[src/design/wsd_pkg.sv]
// ----------------------------------------------------------------------------
// wsd_pkg
// Types and codes shared by the WebSocket frame deframer modules.
// ----------------------------------------------------------------------------
package wsd_pkg;

    localparam int unsigned PHASE_W = 3;

    localparam logic [PHASE_W-1:0] PH_HEADER  = 3'd0;
    localparam logic [PHASE_W-1:0] PH_LENGTH  = 3'd1;
    localparam logic [PHASE_W-1:0] PH_EXT_HI  = 3'd2;
    localparam logic [PHASE_W-1:0] PH_EXT_LO  = 3'd3;
    localparam logic [PHASE_W-1:0] PH_MASK    = 3'd4;
    localparam logic [PHASE_W-1:0] PH_PAYLOAD = 3'd5;

    localparam logic [1:0] ST_DATA        = 2'd0;
    localparam logic [1:0] ST_EMPTY       = 2'd1;
    localparam logic [1:0] ST_UNSUPPORTED = 2'd2;
    localparam logic [1:0] ST_ABORT       = 2'd3;

    localparam logic       KIND_BYTE = 1'b0;
    localparam logic       KIND_LOST = 1'b1;

    localparam logic [6:0] LEN_CODE_EXT16 = 7'd126;
    localparam logic [6:0] LEN_CODE_EXT64 = 7'd127;

    localparam logic [15:0] LIMIT_RESET = 16'hFFFF;

    typedef struct packed {
        logic       kind;
        logic [7:0] rx_byte;
    } t_item;

    typedef struct packed {
        logic [1:0]  status;
        logic [7:0]  payload_byte;
        logic [6:0]  frame_opcode;
        logic [15:0] byte_count;
        logic        last;
    } t_result;

endpackage

[src/design/wsd_in_if.sv]
// ----------------------------------------------------------------------------
// wsd_in_if
// Receive channel: one received byte or a connection lost event per beat.
// ----------------------------------------------------------------------------
interface wsd_in_if;
    logic       valid;
    logic       ready;
    logic       kind;
    logic [7:0] rx_byte;

    modport source (output valid, output kind, output rx_byte, input ready);
    modport sink   (input valid, input kind, input rx_byte, output ready);
endinterface

[src/design/wsd_out_if.sv]
// ----------------------------------------------------------------------------
// wsd_out_if
// Result channel: one payload byte or frame status per beat.
// ----------------------------------------------------------------------------
interface wsd_out_if;
    logic        valid;
    logic        ready;
    logic [1:0]  status;
    logic [7:0]  payload_byte;
    logic [6:0]  frame_opcode;
    logic [15:0] byte_count;
    logic        last;

    modport source (output valid, output status, output payload_byte,
                    output frame_opcode, output byte_count, output last,
                    input ready);
    modport sink   (input valid, input status, input payload_byte,
                    input frame_opcode, input byte_count, input last,
                    output ready);
endinterface

[src/design/websocket_frame_deframer.sv]
// ----------------------------------------------------------------------------
// websocket_frame_deframer
// Parses received WebSocket frames (16-bit lengths) and delivers unmasked
// payload bytes with frame status.
// ----------------------------------------------------------------------------
//  Channel   Dir  Handshake      Payload
//  i_in      in   valid/ready    kind, rx_byte
//  o_out     out  valid/ready    status, payload_byte, frame_opcode,
//                                byte_count, last
//  i_cfg_*   in   write enable   buffer_limit (16 bit)
//
// One beat is accepted per cycle unless stalled, held in the input register,
// and any result goes to the output register. The throughput is set by the
// single parser step between input and result registers. Reset is
// synchronous and returns the parser to wait for a header. A stalled result
// stops the parser and then the input only when both registers are full.
// ----------------------------------------------------------------------------
module websocket_frame_deframer (
    input  logic        i_clk,
    input  logic        i_rst_n,
    input  logic        i_cfg_we,
    input  logic [15:0] i_cfg_data,
    wsd_in_if.sink      i_in,
    wsd_out_if.source   o_out
);

    wsd_pkg::t_item   in_item;
    wsd_pkg::t_item   stg_item;
    wsd_pkg::t_result res;
    wsd_pkg::t_result out_res;
    logic             stg_valid;
    logic             out_free;
    logic             advance;
    logic             res_valid;

    assign in_item.kind    = i_in.kind;
    assign in_item.rx_byte = i_in.rx_byte;
    assign advance         = stg_valid && out_free;

    wsd_in_stage u_in (
        .i_clk   (i_clk),
        .i_rst_n (i_rst_n),
        .i_valid (i_in.valid),
        .o_ready (i_in.ready),
        .i_item  (in_item),
        .i_take  (advance),
        .o_valid (stg_valid),
        .o_item  (stg_item)
    );

    wsd_parser u_parser (
        .i_clk       (i_clk),
        .i_rst_n     (i_rst_n),
        .i_cfg_we    (i_cfg_we),
        .i_cfg_data  (i_cfg_data),
        .i_fire      (advance),
        .i_item      (stg_item),
        .o_res_valid (res_valid),
        .o_res       (res)
    );

    wsd_out_stage u_out (
        .i_clk   (i_clk),
        .i_rst_n (i_rst_n),
        .i_load  (res_valid),
        .i_res   (res),
        .i_ready (o_out.ready),
        .o_valid (o_out.valid),
        .o_free  (out_free),
        .o_res   (out_res)
    );

    assign o_out.status       = out_res.status;
    assign o_out.payload_byte = out_res.payload_byte;
    assign o_out.frame_opcode = out_res.frame_opcode;
    assign o_out.byte_count   = out_res.byte_count;
    assign o_out.last         = out_res.last;

endmodule

[src/design/wsd_in_stage.sv]
// ----------------------------------------------------------------------------
// wsd_in_stage
// Input register: captures one beat and holds it until the parser takes it.
// ----------------------------------------------------------------------------
module wsd_in_stage (
    input  logic          i_clk,
    input  logic          i_rst_n,
    input  logic          i_valid,
    output logic          o_ready,
    input  wsd_pkg::t_item i_item,
    input  logic          i_take,
    output logic          o_valid,
    output wsd_pkg::t_item o_item
);

    logic           r_valid;
    wsd_pkg::t_item r_item;

    assign o_ready = !r_valid || i_take;
    assign o_valid = r_valid;
    assign o_item  = r_item;

    always_ff @(posedge i_clk) begin
        if (!i_rst_n) begin
            r_valid <= 1'b0;
        end else if (o_ready) begin
            r_valid <= i_valid;
        end
    end

    always_ff @(posedge i_clk) begin
        if (i_valid && o_ready) begin
            r_item <= i_item;
        end
    end

endmodule

[src/design/wsd_parser.sv]
// ----------------------------------------------------------------------------
// wsd_parser
// Frame header state machine, mask key store and payload unmasking.
// ----------------------------------------------------------------------------
module wsd_parser (
    input  logic             i_clk,
    input  logic             i_rst_n,
    input  logic             i_cfg_we,
    input  logic [15:0]      i_cfg_data,
    input  logic             i_fire,
    input  wsd_pkg::t_item   i_item,
    output logic             o_res_valid,
    output wsd_pkg::t_result o_res
);

    logic [15:0]               r_limit;
    logic [wsd_pkg::PHASE_W-1:0] r_phase, n_phase;
    logic [6:0]                r_opcode, n_opcode;
    logic                      r_masked, n_masked;
    logic [15:0]               r_len, n_len;
    logic [31:0]               r_key, n_key;
    logic [1:0]                r_mask_seen, n_mask_seen;
    logic [15:0]               r_seen, n_seen;
    logic [15:0]               r_delivered, n_delivered;

    logic        after_len;
    logic [15:0] len_new;
    logic        masked_new;
    logic [7:0]  b;
    logic [7:0]  key_byte;
    logic [15:0] want;
    logic [15:0] dlv_inc;
    logic [15:0] seen_inc;

    assign b        = i_item.rx_byte;
    assign key_byte = r_masked ? r_key[{r_seen[1:0], 3'b000} +: 8] : 8'h00;
    assign want     = (r_len < r_limit) ? r_len : r_limit;
    assign dlv_inc  = r_delivered + 16'd1;
    assign seen_inc = r_seen + 16'd1;

    always_comb begin
        n_phase     = r_phase;
        n_opcode    = r_opcode;
        n_masked    = r_masked;
        n_len       = r_len;
        n_key       = r_key;
        n_mask_seen = r_mask_seen;
        n_seen      = r_seen;
        n_delivered = r_delivered;
        after_len   = 1'b0;
        len_new     = r_len;
        masked_new  = r_masked;
        o_res_valid = 1'b0;
        o_res       = '0;
        o_res.frame_opcode = r_opcode;

        if (i_fire) begin
            if (i_item.kind == wsd_pkg::KIND_LOST) begin
                if (r_phase != wsd_pkg::PH_HEADER) begin
                    n_phase          = wsd_pkg::PH_HEADER;
                    o_res_valid      = 1'b1;
                    o_res.status     = wsd_pkg::ST_ABORT;
                    o_res.byte_count = r_delivered;
                    o_res.last       = 1'b1;
                end
            end else begin
                unique case (r_phase)
                    wsd_pkg::PH_HEADER: begin
                        n_opcode = b[6:0];
                        n_phase  = wsd_pkg::PH_LENGTH;
                    end
                    wsd_pkg::PH_LENGTH: begin
                        n_masked   = b[7];
                        masked_new = b[7];
                        if (b[6:0] == wsd_pkg::LEN_CODE_EXT16) begin
                            n_phase = wsd_pkg::PH_EXT_HI;
                        end else if (b[6:0] == wsd_pkg::LEN_CODE_EXT64) begin
                            n_phase      = wsd_pkg::PH_HEADER;
                            o_res_valid  = 1'b1;
                            o_res.status = wsd_pkg::ST_UNSUPPORTED;
                            o_res.last   = 1'b1;
                        end else begin
                            len_new   = {9'd0, b[6:0]};
                            after_len = 1'b1;
                        end
                    end
                    wsd_pkg::PH_EXT_HI: begin
                        n_len   = {b, 8'h00};
                        n_phase = wsd_pkg::PH_EXT_LO;
                    end
                    wsd_pkg::PH_EXT_LO: begin
                        len_new   = {r_len[15:8], b};
                        after_len = 1'b1;
                    end
                    wsd_pkg::PH_MASK: begin
                        for (int i = 0; i < 4; i++) begin
                            if (r_mask_seen == 2'(i)) begin
                                n_key[8*i +: 8] = b;
                            end
                        end
                        n_mask_seen = r_mask_seen + 2'd1;
                        if (r_mask_seen == 2'd3) begin
                            n_phase = wsd_pkg::PH_PAYLOAD;
                        end
                    end
                    wsd_pkg::PH_PAYLOAD: begin
                        n_seen = seen_inc;
                        // Bytes past the limit are consumed with no result.
                        if (r_delivered < r_limit) begin
                            n_delivered        = dlv_inc;
                            o_res_valid        = 1'b1;
                            o_res.status       = wsd_pkg::ST_DATA;
                            o_res.payload_byte = b ^ key_byte;
                            o_res.byte_count   = dlv_inc;
                            o_res.last         = (dlv_inc == want);
                        end
                        if (seen_inc == r_len) begin
                            n_phase = wsd_pkg::PH_HEADER;
                        end
                    end
                    default: begin
                        n_phase = wsd_pkg::PH_HEADER;
                    end
                endcase

                if (after_len) begin
                    n_len = len_new;
                    if (len_new == 16'd0) begin
                        // An empty frame never reads its mask key.
                        n_phase      = wsd_pkg::PH_HEADER;
                        o_res_valid  = 1'b1;
                        o_res.status = wsd_pkg::ST_EMPTY;
                        o_res.last   = 1'b1;
                    end else begin
                        n_seen      = 16'd0;
                        n_delivered = 16'd0;
                        n_mask_seen = 2'd0;
                        n_phase     = masked_new ? wsd_pkg::PH_MASK : wsd_pkg::PH_PAYLOAD;
                    end
                end
            end
        end
    end

    always_ff @(posedge i_clk) begin
        if (!i_rst_n) begin
            r_limit     <= wsd_pkg::LIMIT_RESET;
            r_phase     <= wsd_pkg::PH_HEADER;
            r_opcode    <= '0;
            r_masked    <= 1'b0;
            r_len       <= '0;
            r_key       <= '0;
            r_mask_seen <= '0;
            r_seen      <= '0;
            r_delivered <= '0;
        end else begin
            if (i_cfg_we) begin
                r_limit <= i_cfg_data;
            end
            r_phase     <= n_phase;
            r_opcode    <= n_opcode;
            r_masked    <= n_masked;
            r_len       <= n_len;
            r_key       <= n_key;
            r_mask_seen <= n_mask_seen;
            r_seen      <= n_seen;
            r_delivered <= n_delivered;
        end
    end

    a_idle_lost_silent: assert property (@(posedge i_clk) disable iff (!i_rst_n)
        i_fire && i_item.kind == wsd_pkg::KIND_LOST && r_phase == wsd_pkg::PH_HEADER
        |-> !o_res_valid)
        else $error("connection lost while idle produced a result");

    a_data_count_nonzero: assert property (@(posedge i_clk) disable iff (!i_rst_n)
        o_res_valid && o_res.status == wsd_pkg::ST_DATA |-> o_res.byte_count != 16'd0)
        else $error("payload byte with zero count");

    a_length_leaves: assert property (@(posedge i_clk) disable iff (!i_rst_n)
        i_fire && r_phase == wsd_pkg::PH_LENGTH |=> r_phase != wsd_pkg::PH_LENGTH)
        else $error("length phase did not advance");

endmodule

[src/design/wsd_out_stage.sv]
// ----------------------------------------------------------------------------
// wsd_out_stage
// Result register: holds one result beat until the sink takes it.
// ----------------------------------------------------------------------------
module wsd_out_stage (
    input  logic             i_clk,
    input  logic             i_rst_n,
    input  logic             i_load,
    input  wsd_pkg::t_result i_res,
    input  logic             i_ready,
    output logic             o_valid,
    output logic             o_free,
    output wsd_pkg::t_result o_res
);

    logic             r_valid;
    wsd_pkg::t_result r_res;

    assign o_free  = !r_valid || i_ready;
    assign o_valid = r_valid;
    assign o_res   = r_res;

    always_ff @(posedge i_clk) begin
        if (!i_rst_n) begin
            r_valid <= 1'b0;
        end else if (i_load) begin
            r_valid <= 1'b1;
        end else if (i_ready) begin
            r_valid <= 1'b0;
        end
    end

    always_ff @(posedge i_clk) begin
        if (i_load) begin
            r_res <= i_res;
        end
    end

    a_load_only_free: assert property (@(posedge i_clk) disable iff (!i_rst_n)
        i_load |-> o_free)
        else $error("result loaded over an untaken beat");

endmodule
[src/flat_wrapper.sv]
// flat-port wrapper written by rule: the top's interface ports become plain ports
module websocket_frame_deframer_flat 
  (i_clk, i_rst_n, i_cfg_we, i_cfg_data, i_in_valid, i_in_kind, i_in_rx_byte, i_in_ready, o_out_valid, o_out_status, o_out_payload_byte, o_out_frame_opcode, o_out_byte_count, o_out_last, o_out_ready);
  wsd_in_if i_in_i ();
  wsd_out_if o_out_i ();
  input  logic i_clk;
  input  logic i_rst_n;
  input  logic i_cfg_we;
  input  logic [15:0] i_cfg_data;
  input wire logic [$bits(i_in_i.valid)-1:0] i_in_valid;
  input wire logic [$bits(i_in_i.kind)-1:0] i_in_kind;
  input wire logic [$bits(i_in_i.rx_byte)-1:0] i_in_rx_byte;
  output wire logic [$bits(i_in_i.ready)-1:0] i_in_ready;
  output wire logic [$bits(o_out_i.valid)-1:0] o_out_valid;
  output wire logic [$bits(o_out_i.status)-1:0] o_out_status;
  output wire logic [$bits(o_out_i.payload_byte)-1:0] o_out_payload_byte;
  output wire logic [$bits(o_out_i.frame_opcode)-1:0] o_out_frame_opcode;
  output wire logic [$bits(o_out_i.byte_count)-1:0] o_out_byte_count;
  output wire logic [$bits(o_out_i.last)-1:0] o_out_last;
  input wire logic [$bits(o_out_i.ready)-1:0] o_out_ready;
  assign i_in_i.valid = i_in_valid;
  assign i_in_i.kind = i_in_kind;
  assign i_in_i.rx_byte = i_in_rx_byte;
  assign i_in_ready = i_in_i.ready;
  assign o_out_valid = o_out_i.valid;
  assign o_out_status = o_out_i.status;
  assign o_out_payload_byte = o_out_i.payload_byte;
  assign o_out_frame_opcode = o_out_i.frame_opcode;
  assign o_out_byte_count = o_out_i.byte_count;
  assign o_out_last = o_out_i.last;
  assign o_out_i.ready = o_out_ready;
  websocket_frame_deframer u_core (.i_clk(i_clk), .i_rst_n(i_rst_n), .i_cfg_we(i_cfg_we), .i_cfg_data(i_cfg_data), .i_in(i_in_i), .o_out(o_out_i));
endmodule
[config.mk]
export PLATFORM = sky130hd
export DESIGN_NAME = websocket_frame_deframer_flat
export DESIGN_NICKNAME = d
export VERILOG_FILES = /design/src/design/wsd_pkg.sv /design/src/design/wsd_in_if.sv /design/src/design/wsd_out_if.sv /design/src/design/websocket_frame_deframer.sv /design/src/design/wsd_in_stage.sv /design/src/design/wsd_parser.sv /design/src/design/wsd_out_stage.sv /design/src/flat_wrapper.sv
export SDC_FILE = /design/constraint.sdc
export NUM_CORES = 1
export LEC_CHECK = 0
export ABC_AREA = 1
export BUFFER_PORTS_ARGS = -buffer_cell sky130_fd_sc_hd__buf_4
export CORE_ASPECT_RATIO = 0.8
export CORE_MARGIN = 2
export CORE_UTILIZATION = 30
export DETAILED_ROUTE_END_ITERATION = 6
export GPL_TIMING_DRIVEN = 0
export HOLD_SLACK_MARGIN = 0.03
export PLACE_DENSITY = 0.54
export SYNTH_ARGS = -nofsm -noshare
export SYNTH_HDL_FRONTEND = slang
export SYNTH_SLANG_ARGS = --single-unit
[constraint.sdc]
create_clock -name i_clk -period 3.9 [get_ports i_clk]
set_input_delay 0.39 -clock i_clk [delete_from_list [all_inputs] [get_ports i_clk]]
set_output_delay 0.39 -clock i_clk [all_outputs]
set_load 0.1 [all_outputs]
==> key figures, run 1 <==
Run status
  – Outcome: completed

Synthesis
  – Cells taking the most area after synthesis: dfxtp_1 25%, edfxtp_1 15%, nand2_1 11%
  – Dominant cell by count in the synthesized netlist: nand2_1
  – Post-Synthesis Net Count: 1,236
  – Share of synthesized registers carrying an async set or reset: 0%
  – Post-Syn Area per Cell: ~7.5 um2
  – Sequential element share of the synthesized area: between 40% and 50%
  – Cell type with the largest total area after synthesis: dfxtp_1
  – Top flip-flop cell by instance count after synthesis: dfxtp_1
  – Post-synthesis register bit count: around 150
  – Summed instance area of the synthesized netlist: just under 0.009 mm2
  – Synth unique cells: 48
  – Yosys warns: 0
  – Post-synthesis cell count: about 1,200
  – Number of enable flip-flop cells after synthesis: 43
  – Area share of the largest cell type after synthesis: 25.4%
  – Leading post-synthesis cells by instance count: 257 x nand2_1, 111 x dfxtp_1, 105 x a21oi_1

Pwr
  – Leak: roughly 0.0041 uW
  – Power density relative to cell area: around 370 mW/mm2
  – Worst vdd rail ir drop: 274 uV

Detailed routing
  – Total wire length: 28,900 um
  – Vias/cell: just over 5
  – Vias post-DR: ~8,400
  – Length of the first detailed-routing pass in iterations: 6
  – Drt initial violations: around 840
  – Post-route ant nets: 0
  – Average detailed-routed wire length per instance: roughly 18 um
  – Drc violations: 0

STA
  – Final setup fails: 0
  – Setup repair after global routing missed its margin: false
  – Final setup margin: about 0.52 ns
  – Clock Skews: between 0.02 and 0.025 ns
  – Count of endpoints failing hold in the final timing report: 0
  – Final Max Slew Viols: 0
  – Worst Hold Slack: ~0.12 ns
  – Final critical delay including setup and external delays: roughly 3.4 ns
  – Final critical-path share of the clock period: between 80% and 90%
  – Least-Margin Pin Slew: between 0.9 and 1 ns
  – Highest attainable clock frequency: about 300 MHz
  – Worst slew margin: ~36%
  – Total negative setup slack: 0 ns

Clock tree
  – Maximum count of clock buffers along a single path: 2
  – Count of cells resized by post-cts repair: 0
  – Post-CTS setup buffer count: 0
  – CTS tree: done
  – H-tree depth reported by CTS: 4
  – Buffer cell driving the clock tree root: clkbuf_16
  – CTS Hold Buffers Added: 0
  – Clk pin slew, worst setup/hold paths: approximately 0.080 ns
  – CTS sink count: about 150
  – Clock latency of the later-clocked register in the worst-skew pair: between 0.4 and 0.5 ns
  – CTS buffer count: 17

Final layout
  – Number of filler cells placed in the layout: slightly above 3,000
  – Area growth from synthesis to layout: 17.9%
  – Share of final-layout standard cells stronger than drive strength 1: approximately an eighth
  – Area of the multi-input gates: about 0.0046 mm2
  – Combined flip-flop and latch cell area: 0.00351 mm2
  – Final-stage net count: around 1,300
  – Count of antenna diodes in the layout: 0
  – Cell Count, Final, Fillers Out: between 1,500 and 2,000

Placement
  – Placed cell count: 1,604
  – Global placement routability congestion: around 0.89
  – HPWL after detailed placement: ~22,000 um
  – Port-buffer cells: 65
  – Pre-CTS setup slack: 0.257 ns

Critical path
  – CP startpoint kind: flip-flop
  – CP cell instances: ha_1, a21oi_1, o21ai_0, a21oi_1, nand2_1, nor2_1, clkinv_1, nand3b_1, nand2_1, inv_1, buf_16
  – Logic depth of the worst register-to-register path: 11
  – Crit path kind: reg2reg
  – Largest delay contributor family on the critical path: buffers and inverters
  – Maximum cell stage delay along the critical path: around 0.59 ns
  – Total stage count of the critical path: 11
  – Data arrival at the endpoint of the critical path: 3.52 ns
  – Crit-path slowest cell: inv_1
  – Buffers plus inverters on the worst setup path: 3
  – Max Fanout on Critical Path: 18
  – Setup slack of the worst register-to-register path: roughly 0.52 ns
  – Kind of end point of the critical path: flip-flop
  – Required time of the critical path: ~4 ns
  – Reg-to-reg endpoint: u_core.u_out.o_res[15]
  – Startpoint of the most critical register-to-register path: u_core.u_parser.r_delivered[11]

Floorplan
  – Die Span X: approximately 190 um
  – Area of the placeable core: between 0.02 and 0.03 mm2
  – Initial Util: between 30 and 40%
  – Top Ports: 66
  – Die outline height: 157 um
  – Die Outline Area: a little over 0.03 mm2
  – Number of rows in the core area: 55

Hold path
  – Destination of the worst hold path: u_core.u_in.o_item[0]
  – Critical hold path startpoint: i_in_rx_byte[0]
  – Class of the most critical hold timing path: in2reg
  – Hold path cells: 1

GRT
  – Total GRT Usage: a little under a fifth
  – Antenna violations before repair: 0
  – Global-route wire length before repair: 44,500 um
  – Maximum number of pins on one net before global-route repair: 35
  – Aggregate global routing overflow: 0
  – Via count of the first global-routing pass: 7,430

Job
  – Number of max-cap violations: 0
==> cell usage in the layout (no fill, tap or decap), types with 3 or more instances in the layout <==
cell type	instances
a211oi_1	25
a21oi_1	105
a21oi_2	14
buf_1	4
buf_2	9
buf_4	66
buf_6	4
clkbuf_1	33
clkbuf_16	17
clkinv_8	3
dfxtp_1	111
edfxtp_1	43
ha_1	37
inv_1	103
inv_2	8
inv_6	3
inv_8	6
nand2_1	257
nand2_2	5
nand2_4	3
nand3_1	75
nand3_2	6
nand3b_1	4
nand4_1	12
nor2_1	95
nor2_2	5
nor2_4	3
nor3_1	16
nor4_1	3
o2111ai_1	16
o211ai_1	4
o21ai_0	86
o21ai_1	20
o22ai_1	19
xnor2_1	3
xor2_1	22
==> flip-flops by register name, indices dropped and copies added, names as in the netlist <==
register,flops
u_core.u_in.o_item,9
u_core.u_in.o_valid,1
u_core.u_out.o_res,34
u_core.u_out.o_valid,1
u_core.u_parser.r_delivered,16
u_core.u_parser.r_key,32
u_core.u_parser.r_len,16
u_core.u_parser.r_limit,16
u_core.u_parser.r_mask_seen,2
u_core.u_parser.r_masked,1
u_core.u_parser.r_opcode,7
u_core.u_parser.r_phase,3
u_core.u_parser.r_seen,16
==> layout make-up <==
class | count | share of cell area (%)
clock buffer | 17 | 4.12
buffer | 52 | 2.34
tap | 370 | 4.49
timing repair buffer | 66 | 4.99
multi-input combinational | 849 | 44.2
inverter | 114 | 4.16
sequential | 154 | 34.0
clock inverter | 15 | 1.61
==> report_power, final <==
group	switching (uW)	internal (uW)	leakage (uW)	total, uW
registers	34.8	1680	0.00129	1720
logic	314	105	0.00257	420
clock network	826	864	0.000284	1690
total	1180	2650	0.00415	3830
==> through the flow <==
step                      area [um2]  total power (uW)  utilization, %
after floorplan                 8750              2030               -
after global placement          9700              2170            34.1
after detailed placement        9700              2170            34.1
after CTS                      10300              3850            36.1
after global routing           10300              3950            36.2
final                          10300              3830            36.2
==> metal layers <==
metal | track usage (%) | vias up | part of all wire (%)
li1 | - | 4162 | -
met1 | 29.9 | 3893 | 52
met3 | 4.42 | 23 | 8.7
met5 | 0 | - | 0
met2 | 25.1 | 320 | 38
met4 | 4.43 | 0 | 1.1
==> cells by family after synthesis <==
kind of cell / after synthesis / share of synthesized area (%)
adder cells (fa/ha/maj): 37 / 5.29
AND/OR/NAND/NOR: 491 / 24.8
buffers and inverters: 166 / 7.66
AO/OA/AOI/OAI: 296 / 19.6
flip-flops: 154 / 40.1
XOR/XNOR: 25 / 2.50
==> worst max-delay path by stage <==
stage	start	to	slack, ns
floorplan	u_core.u_parser.r_limit[15]	u_core.u_out.o_res[0]	1.14
global placement	u_core.u_parser.r_delivered[11]	u_core.u_out.o_res[27]	0.31
detailed placement	u_core.u_parser.r_delivered[11]	u_core.u_out.o_res[27]	0.26
CTS	u_core.u_parser.r_delivered[11]	u_core.u_out.o_res[11]	0.24
global route	u_core.u_parser.r_delivered[11]	u_core.u_out.o_res[15]	0.30
finish	u_core.u_parser.r_delivered[11]	u_core.u_out.o_res[15]	0.52
Note: power is estimated with default switching activity, not from simulation.
==> run 2, diff against run 1 <==
--- a/config.mk
+++ b/config.mk
@@ -13,7 +13,7 @@
 export DETAILED_ROUTE_END_ITERATION = 6
 export GPL_TIMING_DRIVEN = 0
 export HOLD_SLACK_MARGIN = 0.03
-export PLACE_DENSITY = 0.54
+export PLACE_DENSITY = 0.55
 export SYNTH_ARGS = -nofsm -noshare
 export SYNTH_HDL_FRONTEND = slang
 export SYNTH_SLANG_ARGS = --single-unit
==> constraint.sdc (replaced) <==
create_clock -name i_clk -period 3 [get_ports i_clk]
set_input_delay 0.3 -clock i_clk [delete_from_list [all_inputs] [get_ports i_clk]]
set_output_delay 0.3 -clock i_clk [all_outputs]
set_load 0.1 [all_outputs]
==> run 2 against run 1 <==
Against the previous run: global-route usage grew 0.30 points; sequential share of layout area shrank 0.72 points; cell area grew 2.1%; setup slack lost 0.32 ns; clock power grew 33%; via count grew 1.7%; hold slack lost 0.081 ns; critical path type unchanged; largest power group is now the clock network.
==> key figures, run 2 (synthesis results as in run 1) <==
Critical path
  – Max Fanout on Critical Path: 17 (was 18)
  – CP cell instances: nand2_1, inv_1, nand3_2, o21ai_0, o21ai_0, nand2_1, o21ai_0, nand3_2, nor2_1, nor2_1, nand3b_1, nand2_1, clkinvlp_4, buf_12 (was ha_1, a21oi_1, o21ai_0, a21oi_1, nand2_1, nor2_1, clkinv_1, nand3b_1, nand2_1, inv_1, buf_16)
  – Crit-path slowest cell: edfxtp_1 (was inv_1)
  – Largest delay contributor family on the critical path: simple AND/OR/NAND/NOR gates (was buffers and inverters)
  – Data arrival at the endpoint of the critical path: 2.99 ns (was 3.52 ns)
  – Maximum cell stage delay along the critical path: 0.62 ns (was 0.59 ns)
  – Required time of the critical path: 3.20 ns (was 4.05 ns)
  – Kind of end point of the critical path: flip-flop (unchanged)
  – CP startpoint kind: flip-flop (unchanged)
  – Buffers plus inverters on the worst setup path: 3 (unchanged)
  – Crit path kind: reg2reg (unchanged)

Clock tree
  – Clock latency of the later-clocked register in the worst-skew pair: 0.44 ns (about the same)
  – H-tree depth reported by CTS: 4 (unchanged)
  – CTS buffer count: 17 (unchanged)
  – Buffer cell driving the clock tree root: clkbuf_16 (unchanged)
  – Maximum count of clock buffers along a single path: 2 (unchanged)
  – CTS tree: done (unchanged)
  – Clk pin slew, worst setup/hold paths: 0.07 ns (was 0.08 ns)
  – CTS sink count: 154 (unchanged)

STA
  – Final Max Slew Viols: 0 (unchanged)
  – Highest attainable clock frequency: 358 MHz (was 296 MHz)
  – Count of endpoints failing hold in the final timing report: 0 (unchanged)
  – Worst slew margin: 36.6% (was 35.9%)
  – Worst Hold Slack: 0.0425 ns (was 0.123 ns)
  – Final critical-path share of the clock period: 93.1% (was 86.6%)
  – Final critical delay including setup and external delays: 2.79 ns (was 3.38 ns)
  – Final setup margin: 0.206 ns (was 0.521 ns)
  – Final setup fails: 0 (unchanged)
  – Setup repair after global routing missed its margin: false (unchanged)
  – Least-Margin Pin Slew: 0.943 ns (was 0.953 ns)
  – Clock Skews: 0.0142 ns (was 0.0232 ns)

GRT
  – Aggregate global routing overflow: 0 (unchanged)
  – Global-route wire length before repair: 44,800 um (was 44,500 um)
  – Maximum number of pins on one net before global-route repair: 20 (was 35)
  – Total GRT Usage: 19.2% (was 18.9%)
  – Antenna violations before repair: 0 (unchanged)
  – Via count of the first global-routing pass: 7,477 (was 7,430)

Detailed routing
  – Post-route ant nets: 0 (unchanged)
  – Total wire length: 29,200 um (was 28,900 um)
  – Vias/cell: 5.15 (was 5.13)
  – Drt initial violations: 853 (was 842)
  – Average detailed-routed wire length per instance: 17.6 um (was 17.7 um)
  – Length of the first detailed-routing pass in iterations: 5 (was 6)
  – Drc violations: 0 (unchanged)
  – Vias post-DR: 8,544 (was 8,398)

Floorplan
  – Die Outline Area: 0.0306 mm2 (unchanged)
  – Die Span X: 195 um (unchanged)
  – Number of rows in the core area: 55 (unchanged)
  – Top Ports: 66 (unchanged)
  – Die outline height: 157 um (unchanged)
  – Area of the placeable core: 0.0285 mm2 (unchanged)
  – Initial Util: 30.7% (unchanged)

Placement
  – HPWL after detailed placement: 21,900 um (about the same)
  – Port-buffer cells: 65 (unchanged)
  – Global placement routability congestion: 0.919 (was 0.894)
  – Pre-CTS setup slack: -0.661 ns (was 0.257 ns)

Job
  – Number of max-cap violations: 0 (unchanged)

Final layout
  – Share of final-layout standard cells stronger than drive strength 1: 14.6% (was 13.1%)
  – Flip-flop count of the largest register, all copies and words added: 34 (unchanged)
  – Commonest cells after routing, fill and taps aside: 257 x nand2_1, 111 x dfxtp_1, 104 x a21oi_1 (was 257 x nand2_1, 111 x dfxtp_1, 105 x a21oi_1)
  – Number of filler cells placed in the layout: 3,035 (was 3,060)
  – Count of antenna diodes in the layout: 0 (unchanged)
  – Final-stage net count: 1,342 (was 1,321)
  – Area growth from synthesis to layout: 20.5% (was 17.9%)
  – Most common library cell in the layout ignoring fill and taps: nand2_1 (unchanged)

Pwr
  – Leak: 0.00424 uW (was 0.00415 uW)
  – Worst vdd rail ir drop: 324 uV (was 274 uV)
  – Power density relative to cell area: 477 mW/mm2 (was 371 mW/mm2)

Hold path
  – Class of the most critical hold timing path: in2reg (unchanged)

Run status
  – Outcome: completed (unchanged)
-- run 2: layer usage --
metal | track usage [%] | vias to the layer above | routed length, um
met5 | 0 | - | 0
met4 | 4.65 | 0 | 357
met3 | 3.64 | 26 | 2450
met2 | 26.3 | 331 | 11600
met1 | 30.3 | 3979 | 14800
li1 | - | 4208 | -
-- run 2: repair_timing --
item,in CTS,in global routing
endpoints found under the hold margin,3,2
cloned,1,0
resized for setup,2,7
setup endpoints to repair,34,35
setup buffers,3,13
hold buffers,3,2
pin swaps,0,2
-- run 2: metrics by stage --
| step | cells | area (um2) | setup TNS (ns) | util [%] | total power, uW |
|---|---|---|---|---|---|
| global placement | 1604 | 9700 | -19.02 | 34.1 | 2810 |
| floorplan | 1169 | 8750 | 0 | - | 2640 |
| CTS | 1643 | 10400 | 0 | 36.5 | 5040 |
| detailed placement | 1604 | 9700 | -22.37 | 34.1 | 2820 |
| finish | 1658 | 10500 | 0 | 37.0 | 5030 |
| global route | 1658 | 10500 | 0 | 37.0 | 5200 |
-- run 2: final timing paths --
path                                                   from                     end  slack, ns  cells past startpoint
worst max-delay path                  u_core.u_in.o_item[3]  u_core.u_out.o_res[28]       0.21                     14
worst min-delay path                        i_in_rx_byte[4]   u_core.u_in.o_item[4]       0.04                      1
worst max register to register        u_core.u_in.o_item[3]  u_core.u_out.o_res[28]       0.21                     14
worst min register to register  u_core.u_parser.r_opcode[3]  u_core.u_out.o_res[20]       0.43                      0
-- run 2: area by class of cell --
class	count	area, um2	share of cell area (%)
well taps	370	463	4.39
clock inverters	15	204	1.93
multi-input cells	849	4580	43.5
plain buffers	52	243	2.30
repair inverters	1	7.51	0.0712
repair buffers	86	671	6.36
clock buffers	17	425	4.04
inverters	114	433	4.11
flip-flops and latches	154	3510	33.3
-- run 2: report_power, final --
part	switching, uW	internal (uW)
logic	416	147
registers	43.2	2190
clock network	1100	1140
